`src/hw/rtl/hbs_pkg.sv`:
```
`default_nettype none

package hbs_pkg;

  // Field widths fixed by the item formats
  localparam int PosW     = 24;
  localparam int HeightW  = 16;
  localparam int ResultW  = 24;
  localparam int FracW    = 16;
  localparam int ScaleW   = 16;
  localparam int DimW     = 9;
  localparam int CfgIdxW  = 3;
  localparam int CfgDataW = 24;

  // Grid coordinate: (pos - origin) * scale, Q.16, signed
  localparam int CoordW = PosW + 1 + ScaleW;

  // Half a sample in Q.16, for round-half-up of the hole lookup
  localparam int HalfSample = 32768;

  typedef enum logic {
    OP_LOAD  = 1'b0,
    OP_QUERY = 1'b1
  } op_t;

  typedef enum logic [CfgIdxW-1:0] {
    REG_BASE_X      = 3'd0,
    REG_BASE_Y      = 3'd1,
    REG_SCALE       = 3'd2,
    REG_MAP_WIDTH   = 3'd3,
    REG_MAP_HEIGHT  = 3'd4,
    REG_HOLE_ENABLE = 3'd5
  } cfg_reg_t;

  // Load enables of the pipeline stages
  typedef struct packed {
    logic a;
    logic b;
    logic c;
    logic d;
    logic e;
    logic f;
  } pipe_en_t;

  // Four neighbor heights and the nearest hole bit
  typedef struct packed {
    logic signed [HeightW-1:0] z00;
    logic signed [HeightW-1:0] z10;
    logic signed [HeightW-1:0] z01;
    logic signed [HeightW-1:0] z11;
    logic                      hole;
  } quad_t;

endpackage

`default_nettype wire

```
`src/hw/rtl/hbs_axis.sv`:
```
`default_nettype none

// One axis of the coordinate map: subtract origin, scale, then clamp for
// the bilinear corners and round to the nearest sample for the hole lookup.
module hbs_axis import hbs_pkg::*; #(
  parameter int DIM_MAX = 256,
  localparam int IdxW = $clog2(DIM_MAX)
) (
  input  wire logic                   clk,
  input  wire pipe_en_t               en,
  input  wire logic signed [PosW-1:0] pos,
  input  wire logic signed [PosW-1:0] origin,
  input  wire logic [ScaleW-1:0]      scale,
  input  wire logic [DimW-1:0]        dim,
  output logic [IdxW-1:0]             idx0,
  output logic [IdxW-1:0]             idx1,
  output logic [FracW-1:0]            frac,
  output logic [IdxW-1:0]             near
);

  localparam int DiffW = PosW + 1;
  localparam int LimW  = IdxW + FracW;
  localparam int MagW  = CoordW - 1;
  localparam int NearW = MagW - FracW;
  localparam logic [12:0] DimMax = 13'(DIM_MAX);

  logic signed [DiffW-1:0]  diff;
  logic signed [CoordW-1:0] coord;
  logic signed [ScaleW:0]   scale_s;
  logic [12:0]              dim_ext;
  logic [IdxW-1:0]          last;
  logic [LimW-1:0]          limit;
  logic [LimW-1:0]          fx;
  logic [IdxW-1:0]          i0;
  logic signed [CoordW-1:0] hc;
  logic [NearW-1:0]         hn;
  logic [IdxW-1:0]          near_next;

  assign scale_s = $signed({1'b0, scale});
  assign dim_ext = 13'(dim);

  // Last usable index: zero acts as one, large values saturate
  always_comb begin
    if (dim == '0) begin
      last = '0;
    end else if (dim_ext > DimMax) begin
      last = IdxW'(DimMax - 13'd1);
    end else begin
      last = IdxW'(dim_ext - 13'd1);
    end
  end

  // Stage A: offset from origin
  always_ff @(posedge clk) begin
    if (en.a) begin
      diff <= DiffW'(pos) - DiffW'(origin);
    end
  end

  // Stage B: scale into grid units
  always_ff @(posedge clk) begin
    if (en.b) begin
      coord <= diff * scale_s;
    end
  end

  // Clamp into the grid for the bilinear corners
  assign limit = {last, FracW'(0)};
  always_comb begin
    if (coord[CoordW-1]) begin
      fx = '0;
    end else if (coord[MagW-1:0] > MagW'(limit)) begin
      fx = limit;
    end else begin
      fx = coord[LimW-1:0];
    end
  end
  assign i0 = fx[LimW-1:FracW];

  // Round half up, then clamp, for the nearest sample
  assign hc = coord + CoordW'(HalfSample);
  assign hn = hc[MagW-1:FracW];
  always_comb begin
    if (hc[CoordW-1]) begin
      near_next = '0;
    end else if (hn > NearW'(last)) begin
      near_next = last;
    end else begin
      near_next = hn[IdxW-1:0];
    end
  end

  // Stage C: grid indices and fraction
  always_ff @(posedge clk) begin
    if (en.c) begin
      idx0 <= i0;
      idx1 <= (i0 == last) ? i0 : i0 + 1'b1;
      frac <= fx[FracW-1:0];
      near <= near_next;
    end
  end

endmodule

`default_nettype wire

```
`config.mk`:
```
export PLATFORM = sky130hd
export DESIGN_NAME = hbs_axis
export DESIGN_NICKNAME = d
export VERILOG_FILES = /design/src/hw/rtl/hbs_pkg.sv /design/src/hw/rtl/hbs_axis.sv
export SDC_FILE = /design/constraint.sdc
export NUM_CORES = 1
export LEC_CHECK = 0
export ABC_CLOCK_PERIOD_IN_PS = 17300
export BUFFER_PORTS_ARGS = -buffer_cell sky130_fd_sc_hd__clkbuf_2
export CAP_MARGIN = 20
export CORE_MARGIN = 3
export CORE_UTILIZATION = 57
export CTS_BUF_LIST = sky130_fd_sc_hd__clkbuf_8 sky130_fd_sc_hd__clkbuf_16
export DETAILED_ROUTE_END_ITERATION = 12
export GPL_TIMING_DRIVEN = 0
export PLACE_DENSITY = 0.75
export SETUP_SLACK_MARGIN = 0.4
export SLEW_MARGIN = 5
export SYNTH_ARGS = -nofsm -noshare
export SYNTH_HDL_FRONTEND = slang
export SYNTH_SLANG_ARGS = --single-unit
```
`constraint.sdc`:
```
create_clock -name clk -period 17.3 [get_ports clk]
set_clock_uncertainty 0.05 [all_clocks]
set_input_delay 4.325 -clock clk [delete_from_list [all_inputs] [get_ports clk]]
set_output_delay 4.325 -clock clk [all_outputs]
set_load 0.02 [all_outputs]
```
==> flow_summary.json <==
{
  "final_core_util": 0.626,
  "portBuffers": 112,
  "cpMostUsedCell": "fa_1",
  "cts-root-buf": "clkbuf_16",
  "rr_worst_depth": 21,
  "clkLatencyLatePin_ns": 0.38,
  "dr.pass1.iters": 6,
  "path_cells": "clkbuf_1 > clkbuf_1 > nand2_1 > fa_1 > fa_1 > fa_1 > fa_1 > inv_1 > fa_1 > inv_1 > fa_1 > inv_1 > ha_1 > o21ai_0 > nor2_1 > o22ai_1 > a211o_1 > o311ai_0 > a31oi_1 > o211ai_1 > o211ai_1 > xnor2_1",
  "io_pins": 120,
  "synth_area_per_cell_um2": 9.36,
  "end_kind": "flop",
  "grt_setup_unrepaired": "false",
  "timing.reg2reg.setup_slack_ns": 9.64,
  "drt_iter0_drc": 1061,
  "synth_largest_area_cell": "fa_1",
  "crit_type": "in -> reg",
  "yosys-top-cells-area": "fa_1 38%, edfxtp_1 16%, inv_1 9.2%",
  "grt_max_degree": 42,
  "hold_viol_final": 0,
  "cts.path.max_buffers": 2,
  "cts_tree": "done",
  "wl_per_cell_um": 18.1,
  "grt_pass1_wl_mm": 82.8,
  "dieArea_um2": 38200,
  "drive_above_1_share": 0.0649,
  "r2r_start": "diff[10]",
  "post_cts_resized": 0,
  "tightest_slew_ns": 0.963,
  "synth_cells": 2183,
  "max_stage_delay_ns": 0.78,
  "final_cell_mix": "501 x inv_1, 387 x fa_1, 292 x nand2_1, 179 x and2_1, 143 x ha_1",
  "grtUsageTotal": 0.274,
  "via_per_inst": 5.49,
  "hold_depth": 1,
  "critical-path-slowest-cell": "o311ai_0",
  "cp-start-kind": "input pin",
  "synth_seq_cells": 106,
  "synth_edf_count": 106,
  "worstPathMaxFanout": 10,
  "numClockSinks": 106,
  "clk_pin_slew_worst_paths_ns": 0.09,
  "max_freq_mhz": 86.7,
  "vias": 15200,
  "antenna_found_initial": 0,
  "synthArstFlopShare": 0,
  "dp_hpwl_mm": 42.4,
  "n_antenna_cell": 0,
  "drc": 0,
  "synth_ff_type": "edfxtp_1",
  "overflow": 0,
  "outcome": "completed",
  "cp_data_arrival_time_ns": 11.57,
  "post_cts_buffers": 0,
  "synth_top_area_frac": 0.379,
  "area_delta_synth_final_pct": 7.12,
  "min_period_ns": 11.53,
  "timing.rr.end": "coord[40]",
  "holdCritPathClass": "reg -> reg",
  "ys_types": 72,
  "initial_core_util": 0.585,
  "final.period_utilization": 0.667,
  "postRouteAntennaNets": 0,
  "fp-row-count": 68,
  "drv_cap": 0,
  "min_to": "frac[6]",
  "slew_violations": 0,
  "yosysSeqAreaShare": 0.156,
  "fin_tns_setup_ns": 0,
  "die_h_um": 195,
  "die_w_um": 195,
  "synthesis.area_um2": 20400,
  "ys_warn_count": 0,
  "fill_cells": 2925,
  "cts_made_buffers": 9,
  "grt_pass1_vias": 16100,
  "setup_viol_count_final": 0,
  "core_um2": 35000,
  "hold_buffers": 0,
  "finalWirelength_mm": 50.0,
  "hold_start": "coord[6]",
  "syn_nets": 2793,
  "fin_nets": 2917,
  "gp_congestion": 0.981,
  "required_ns": 17.34,
  "slew_headroom": 0.358,
  "cts.htree.levels": 3,
  "mostFrequentLayoutCell": "inv_1"
}
metrics by stage:
stage / hold slack [ns] / setup slack [ns] / instance area, um2 / cells
floorplan: 0.475 / 6.83 / 20400 / 2183
global placement: 0.488 / 5.43 / 21600 / 2750
detailed placement: 0.498 / 5.44 / 21600 / 2750
CTS: 0.518 / 5.77 / 21900 / 2766
global route: 0.535 / 5.39 / 21900 / 2767
finish: 0.517 / 5.77 / 21900 / 2767
per-layer routing:
layer	vias up	routed length (um)	global-route usage	share of wire
met5	-	0	0	0
met4	0	1860	0.0982	0.037
met3	105	4540	0.0583	0.091
met2	637	23200	0.450	0.46
met1	7486	20400	0.363	0.41
li1	6972	-	-	-
worst max-delay path by stage:
| stage | end | slack (ns) | startpoint |
|---|---|---|---|
| after floorplan | coord[39] | 6.83 | scale[3] |
| after global placement | coord[40] | 5.43 | scale[2] |
| after detailed placement | coord[40] | 5.44 | scale[2] |
| after CTS | coord[40] | 5.77 | scale[2] |
| after global routing | coord[40] | 5.39 | scale[2] |
| final | coord[40] | 5.77 | scale[3] |
state kept, by name (all words and copies together) (netlist names):
register and cells:
coord 41, diff 25, frac 16, idx0 8, idx1 8, near 8
final cells by class:
class                      count  area [um2]  area share
inverter                     501        1880      0.0859
multi-input combinational   1504       15100       0.689
sequential                   106        3180       0.145
clock buffer                   9         225      0.0103
timing repair buffer         113         566      0.0258
buffer                        72         280      0.0128
tap                          455         569      0.0260
clock inverter                 7        96.3     0.00440
Yosys cell counts (all sizes together) (7+ instances only):
cell type  count
o21ai         37
o21bai         9
nor3          19
xor2          22
and3          13
nand2        292
fa           387
o22ai          7
edfxtp       106
nand3         21
inv          501
nor4          13
ha           143
nor2b         13
nor2          65
xnor2         62
a211oi        16
clkbuf        69
a21o          28
nand4         11
and2         179
a21oi         69
o21a          10
worst max-delay path: cells and delay by family:
family          cells  cell delay, ns
simple gates        2            0.29
xor+xnor            1            0.17
fa+ha+maj           7            3.57
compound gates      7            2.03
buf+inv             5            1.18
cell families after synthesis:
group                      count (synthesis)  synth area share
buffers and inverters                    573             0.106
DFF                                      106             0.156
xor gates and xnor gates                  84            0.0360
and+or+nand+nor                          654             0.158
muxes                                      6           0.00312
adders and majority gates                531             0.467
AOI/OAI and AO/OA                        229            0.0746
Power is not shown: default switching activity piles up to over one toggle a cycle in this logic, so the estimate is an artifact.
