[config.mk]
export PLATFORM = sky130hd
export DESIGN_NAME = hbs_blend
export DESIGN_NICKNAME = d
export VERILOG_FILES = /design/src/hw/rtl/hbs_pkg.sv /design/src/hw/rtl/hbs_blend.sv
export SDC_FILE = /design/constraint.sdc
export NUM_CORES = 2
export LEC_CHECK = 0
export ABC_CLOCK_PERIOD_IN_PS = 27900
export BUFFER_PORTS_ARGS = -buffer_cell sky130_fd_sc_hd__buf_2
export CAP_MARGIN = 10
export CORE_ASPECT_RATIO = 0.6
export CORE_MARGIN = 4
export CORE_UTILIZATION = 47
export DETAILED_ROUTE_END_ITERATION = 16
export GPL_TIMING_DRIVEN = 0
export HOLD_SLACK_MARGIN = 0.12
export PLACE_DENSITY = 0.69
export SLEW_MARGIN = 20
export SYNTH_ARGS = -nofsm -noshare
export SYNTH_HDL_FRONTEND = slang
export SYNTH_SLANG_ARGS = --single-unit
[constraint.sdc]
create_clock -name clk -period 27.9 [get_ports clk]
set_input_delay 4.185 -clock clk [delete_from_list [all_inputs] [get_ports clk]]
set_output_delay 4.185 -clock clk [all_outputs]
set_load 0.03 [all_outputs]
[src/hw/rtl/hbs_pkg.sv]
`default_nettype none

package hbs_pkg;

  // Field widths fixed by the item formats
  localparam int PosW     = 24;
  localparam int HeightW  = 16;
  localparam int ResultW  = 24;
  localparam int FracW    = 16;
  localparam int ScaleW   = 16;
  localparam int DimW     = 9;
  localparam int CfgIdxW  = 3;
  localparam int CfgDataW = 24;

  // Grid coordinate: (pos - origin) * scale, Q.16, signed
  localparam int CoordW = PosW + 1 + ScaleW;

  // Half a sample in Q.16, for round-half-up of the hole lookup
  localparam int HalfSample = 32768;

  typedef enum logic {
    OP_LOAD  = 1'b0,
    OP_QUERY = 1'b1
  } op_t;

  typedef enum logic [CfgIdxW-1:0] {
    REG_BASE_X      = 3'd0,
    REG_BASE_Y      = 3'd1,
    REG_SCALE       = 3'd2,
    REG_MAP_WIDTH   = 3'd3,
    REG_MAP_HEIGHT  = 3'd4,
    REG_HOLE_ENABLE = 3'd5
  } cfg_reg_t;

  // Load enables of the pipeline stages
  typedef struct packed {
    logic a;
    logic b;
    logic c;
    logic d;
    logic e;
    logic f;
  } pipe_en_t;

  // Four neighbor heights and the nearest hole bit
  typedef struct packed {
    logic signed [HeightW-1:0] z00;
    logic signed [HeightW-1:0] z10;
    logic signed [HeightW-1:0] z01;
    logic signed [HeightW-1:0] z11;
    logic                      hole;
  } quad_t;

endpackage

`default_nettype wire

[src/hw/rtl/hbs_blend.sv]
`default_nettype none

// Two-pass bilinear blend: rows along x in stage E, then along y into the
// output register in stage F.
module hbs_blend import hbs_pkg::*; (
  input  wire logic               clk,
  input  wire pipe_en_t           en,
  input  wire quad_t              quad,
  input  wire logic [FracW-1:0]   tx,
  input  wire logic [FracW-1:0]   ty,
  input  wire logic               hole_enable,
  output logic signed [ResultW-1:0] height,
  output logic                    in_hole
);

  localparam int DeltaW = HeightW + 1;
  localparam int ProdW  = 2 * DeltaW;
  localparam int RowW   = 32;
  localparam int DiffW  = RowW + 1;
  localparam int SumW   = 50;

  logic signed [FracW:0]    tx_s;
  logic signed [FracW:0]    ty_s;
  logic signed [DeltaW-1:0] d0, d1;
  logic signed [ProdW-1:0]  p0, p1;
  logic signed [RowW-1:0]   ra, rb;
  logic [FracW-1:0]         ty_e;
  logic                     hole_e;
  logic signed [DiffW-1:0]  dr;
  logic signed [SumW-1:0]   pr;
  logic signed [SumW-1:0]   r;

  assign tx_s = $signed({1'b0, tx});
  assign d0   = DeltaW'(quad.z10) - DeltaW'(quad.z00);
  assign d1   = DeltaW'(quad.z11) - DeltaW'(quad.z01);
  assign p0   = d0 * tx_s;
  assign p1   = d1 * tx_s;

  // Stage E: blend each row along x
  always_ff @(posedge clk) begin
    if (en.e) begin
      ra     <= RowW'((ProdW'(quad.z00) <<< FracW) + p0);
      rb     <= RowW'((ProdW'(quad.z01) <<< FracW) + p1);
      ty_e   <= ty;
      hole_e <= hole_enable & quad.hole;
    end
  end

  assign ty_s = $signed({1'b0, ty_e});
  assign dr   = DiffW'(rb) - DiffW'(ra);
  assign pr   = dr * ty_s;
  assign r    = (SumW'(ra) <<< FracW) + pr;

  // Stage F: blend along y, drop 24 fraction bits toward minus infinity
  always_ff @(posedge clk) begin
    if (en.f) begin
      height  <= r[ResultW+23:24];
      in_hole <= hole_e;
    end
  end

endmodule

`default_nettype wire

==> impl_metrics.yaml <==
routing:
  ant_nets: 0
  detailedRoute.firstPassIterationCount: 8
  drt_iter0_markers: 2777
  route.detailed.vias_per_inst: 5.191
  remaining_drc_errors: 0
  total_via_count_in_the_routed_design: 33540
  wirelength_per_cell_um: 20.30
  finalWirelength_mm: 131.2
setup_path:
  critical-path-slowest-cell: "sky130_fd_sc_hd__xnor2_1"
  crit_start: "quad[1]"
  r2r_cells: 34
  r2r-end: "height[23]"
  worstPathMaxFanout: 10
  setup.worst_path.end: "rb[30]"
  critPathMostFrequentCell: "sky130_fd_sc_hd__fa_1"
  timing_worst_setup_path_type: "in2reg"
  max_stage_delay_ps: 820
  start_kind: "primary input"
  reg2reg_setup_slack_ps: 16900
  crit_required_ps: 28020
  setup.worst_path.end_class: "register"
  critPathArrivalTime_ps: 14000
  critical_path.reg2reg.startpoint: "ra[0]"
timing:
  fin_hold_ws_ps: 436.2
  finClkSkew_ps: 15.01
  slew_violations: 0
  timing.slew.headroom_pct: 17.27
  worstMarginPinSlew_ps: 1232
  finalCritPeriodShare_pct: 49.73
  max_freq_ghz: 0.07208
  setup-violations-final: 0
  hold_viol: 0
  timing.setup.tns_ps: 0
  rsz0062_at_grt: "no"
  timing.final.ws_setup_ps: 14030
  finalWorstPathRequiredPeriod_ps: 13870
clock_network:
  clkSinkCount: 106
  cts.root.buffer_cell: "sky130_fd_sc_hd__clkbuf_16"
  cts-resized-gates: 0
  tritoncts_clock_tree: "yes"
  cts.reportedPaths.clkPinSlew_ps: 80
  number_of_cts_inserted_buffers: 9
  cts_htree_levels: 3
  post-cts-setup-buffer-count: 0
  max-clock-path-buffers: 2
  cts-hold-fix-buffers: 0
  insertion_delay_ps: 390
logic_synthesis:
  yosysSeqAreaShare_pct: 6.804
  ys_dominant_reg_cell: "sky130_fd_sc_hd__edfxtp_1"
  synth.ff_latch_count: 106
  ys_types: 71
  synth_warnings: 0
  post_synth_main_area_contributors: "sky130_fd_sc_hd__fa_1 (47%), sky130_fd_sc_hd__inv_1 (11%), sky130_fd_sc_hd__ha_1 (10%), sky130_fd_sc_hd__and2_1 (7.1%), sky130_fd_sc_hd__edfxtp_1 (6.8%)"
  synthDominantCellAreaShare_pct: 47.37
  synth.cells.most_frequent: "sky130_fd_sc_hd__inv_1 (1355), sky130_fd_sc_hd__fa_1 (1107), sky130_fd_sc_hd__and2_1 (529)"
  total_standard_cell_area_after_synthesis_sq_um: 46780
  synth.most_common_cell: "sky130_fd_sc_hd__inv_1"
  asr_flop_ratio_synth_pct: 0
  postSynthNetCount: 6603
  yosys.area.top_type: "sky130_fd_sc_hd__fa_1"
  avgSynthCellArea_sq_um: 9.351
  synth_edf_count: 106
  synth_cells: 5003
placed_design:
  detailedPlacementHpwl_mm: 114.9
  dpl_worst_slack_ps: 13670
  gpl.final_weighted_congestion: 0.9595
  placed_area_sq_um: 49060
  port-buffer-count: 118
die:
  initial_core_util_pct: 47.47
  std_cell_rows: 89
  fp.dieW_um: 415.3
  die_height_um: 252.4
  core_region_area_sq_um: 98550
  ios: 130
  design.die.area_sq_um: 104800
finish:
  nNetsFinal: 6734
  design_area_sq_um: 49400
  drive_gt1_share_pct: 3.580
  area_growth_pct: 5.606
grt:
  largest_net_degree_at_the_start_of_global_routing: 44
  final_global_route_overflow_total: 0
  globalRouteTotalUtil_pct: 26.11
  global_route_wire_length_before_repair_mm: 207.5
  first_global_vias: 35250
  grt_antenna_before_repair: 15
hold_path:
  hold_path.startpoint: "hole_e"
  hold_path.class: "reg2reg"
run:
  drv.max_cap_violation_count: 0
run_status:
  status: "completed"
[layout make-up]
| class | instances | area (sq um) |
|---|---|---|
| fill | 9257 | 49150 |
| multi-input combinational | 3360 | 37860 |
| inverter | 1355 | 5086 |
| sequential | 106 | 3183 |
| tap | 1319 | 1650 |
| buffer | 182 | 701.9 |
| timing repair buffer | 120 | 620.6 |
| clock buffer | 9 | 225.2 |
| clock inverter | 7 | 67.56 |
| antenna | 3 | 7.507 |
[state kept, by name, indices dropped and copies added, names as in the netlist]
name and count:
height 24, hole_e 1, in_hole 1, ra 32, rb 32, ty_e 16
[layer usage]
metal / routed length [um] / track usage (%) / vias to the layer above
met1: 59170 / 39.13 / 17020
met4: 2268 / 3.841 / 2
met2: 52610 / 36.69 / 1461
met5: 13 / 0 / -
li1: - / - / 14920
met3: 17120 / 9.834 / 129
[through the flow]
stage                     cells  util (%)
after floorplan            5003         -
after global placement     6440     49.74
after detailed placement   6442     49.78
after CTS                  6458     50.08
after global routing       6460     50.13
final                      6461     50.13
[worst min-delay path by stage]
stage | endpoint | slack, ps | cells after the start
after CTS | in_hole | 440 | 0
after global placement | in_hole | 410 | 0
after floorplan | in_hole | 400 | 0
after detailed placement | in_hole | 420 | 0
final | in_hole | 440 | 0
after global routing | in_hole | 460 | 0
[placed cells by master (no fill, tap or decap), types with 5 or more instances in the layout]
cell / netlist / layout
sky130_fd_sc_hd__a31oi_1: 11 / 11
sky130_fd_sc_hd__o31a_1: 7 / 7
sky130_fd_sc_hd__xnor2_2: 0 / 5
sky130_fd_sc_hd__nor2b_1: 99 / 99
sky130_fd_sc_hd__nand3_1: 47 / 47
sky130_fd_sc_hd__a31o_2: 8 / 8
sky130_fd_sc_hd__o21a_1: 26 / 26
sky130_fd_sc_hd__edfxtp_1: 106 / 106
sky130_fd_sc_hd__fa_1: 1107 / 1107
sky130_fd_sc_hd__xor2_1: 31 / 31
sky130_fd_sc_hd__and3_1: 24 / 24
sky130_fd_sc_hd__o211ai_1: 6 / 6
sky130_fd_sc_hd__ha_1: 388 / 388
sky130_fd_sc_hd__o21ai_0: 62 / 62
sky130_fd_sc_hd__nand2_1: 478 / 477
sky130_fd_sc_hd__xnor2_1: 135 / 130
sky130_fd_sc_hd__o21bai_1: 13 / 13
sky130_fd_sc_hd__nor3_1: 22 / 20
sky130_fd_sc_hd__inv_1: 1355 / 1355
sky130_fd_sc_hd__buf_2: 14 / 131
sky130_fd_sc_hd__and2_1: 529 / 529
sky130_fd_sc_hd__a211oi_1: 12 / 12
sky130_fd_sc_hd__a21oi_1: 94 / 94
sky130_fd_sc_hd__clkbuf_1: 166 / 165
sky130_fd_sc_hd__o21ai_1: 10 / 10
sky130_fd_sc_hd__nor2_1: 85 / 85
sky130_fd_sc_hd__or3_1: 6 / 6
sky130_fd_sc_hd__a21o_1: 54 / 54
sky130_fd_sc_hd__clkbuf_16: 0 / 9
sky130_fd_sc_hd__a21boi_1: 4 / 5
sky130_fd_sc_hd__nand2b_1: 27 / 27
[critical path, delay by kind of cell]
kind | cells | cell delay [ps]
and+or+nand+nor | 4 | 510
adders and majority gates | 9 | 4080
buffers and inverters | 8 | 980
xor gates and xnor gates | 2 | 930
AOI/OAI and AO/OA | 12 | 3320
[cell families (layout without fill, tap and decap cells)]
family                     Yosys count  count (layout)  share of synthesized area, %
buffers and inverters             1537            1673                         12.37
adders and majority gates         1495            1495                         57.75
and+or+nand+nor                   1338            1338                         14.77
AOI/OAI and AO/OA                  359             359                         5.106
xor gates and xnor gates           168             168                         3.204
DFF                                106             106                         6.804
other                                0               3                             0
Power is left out: the tool's default activity adds up to more than one toggle a clock period on the data nets, which glitch-free logic cannot reach.
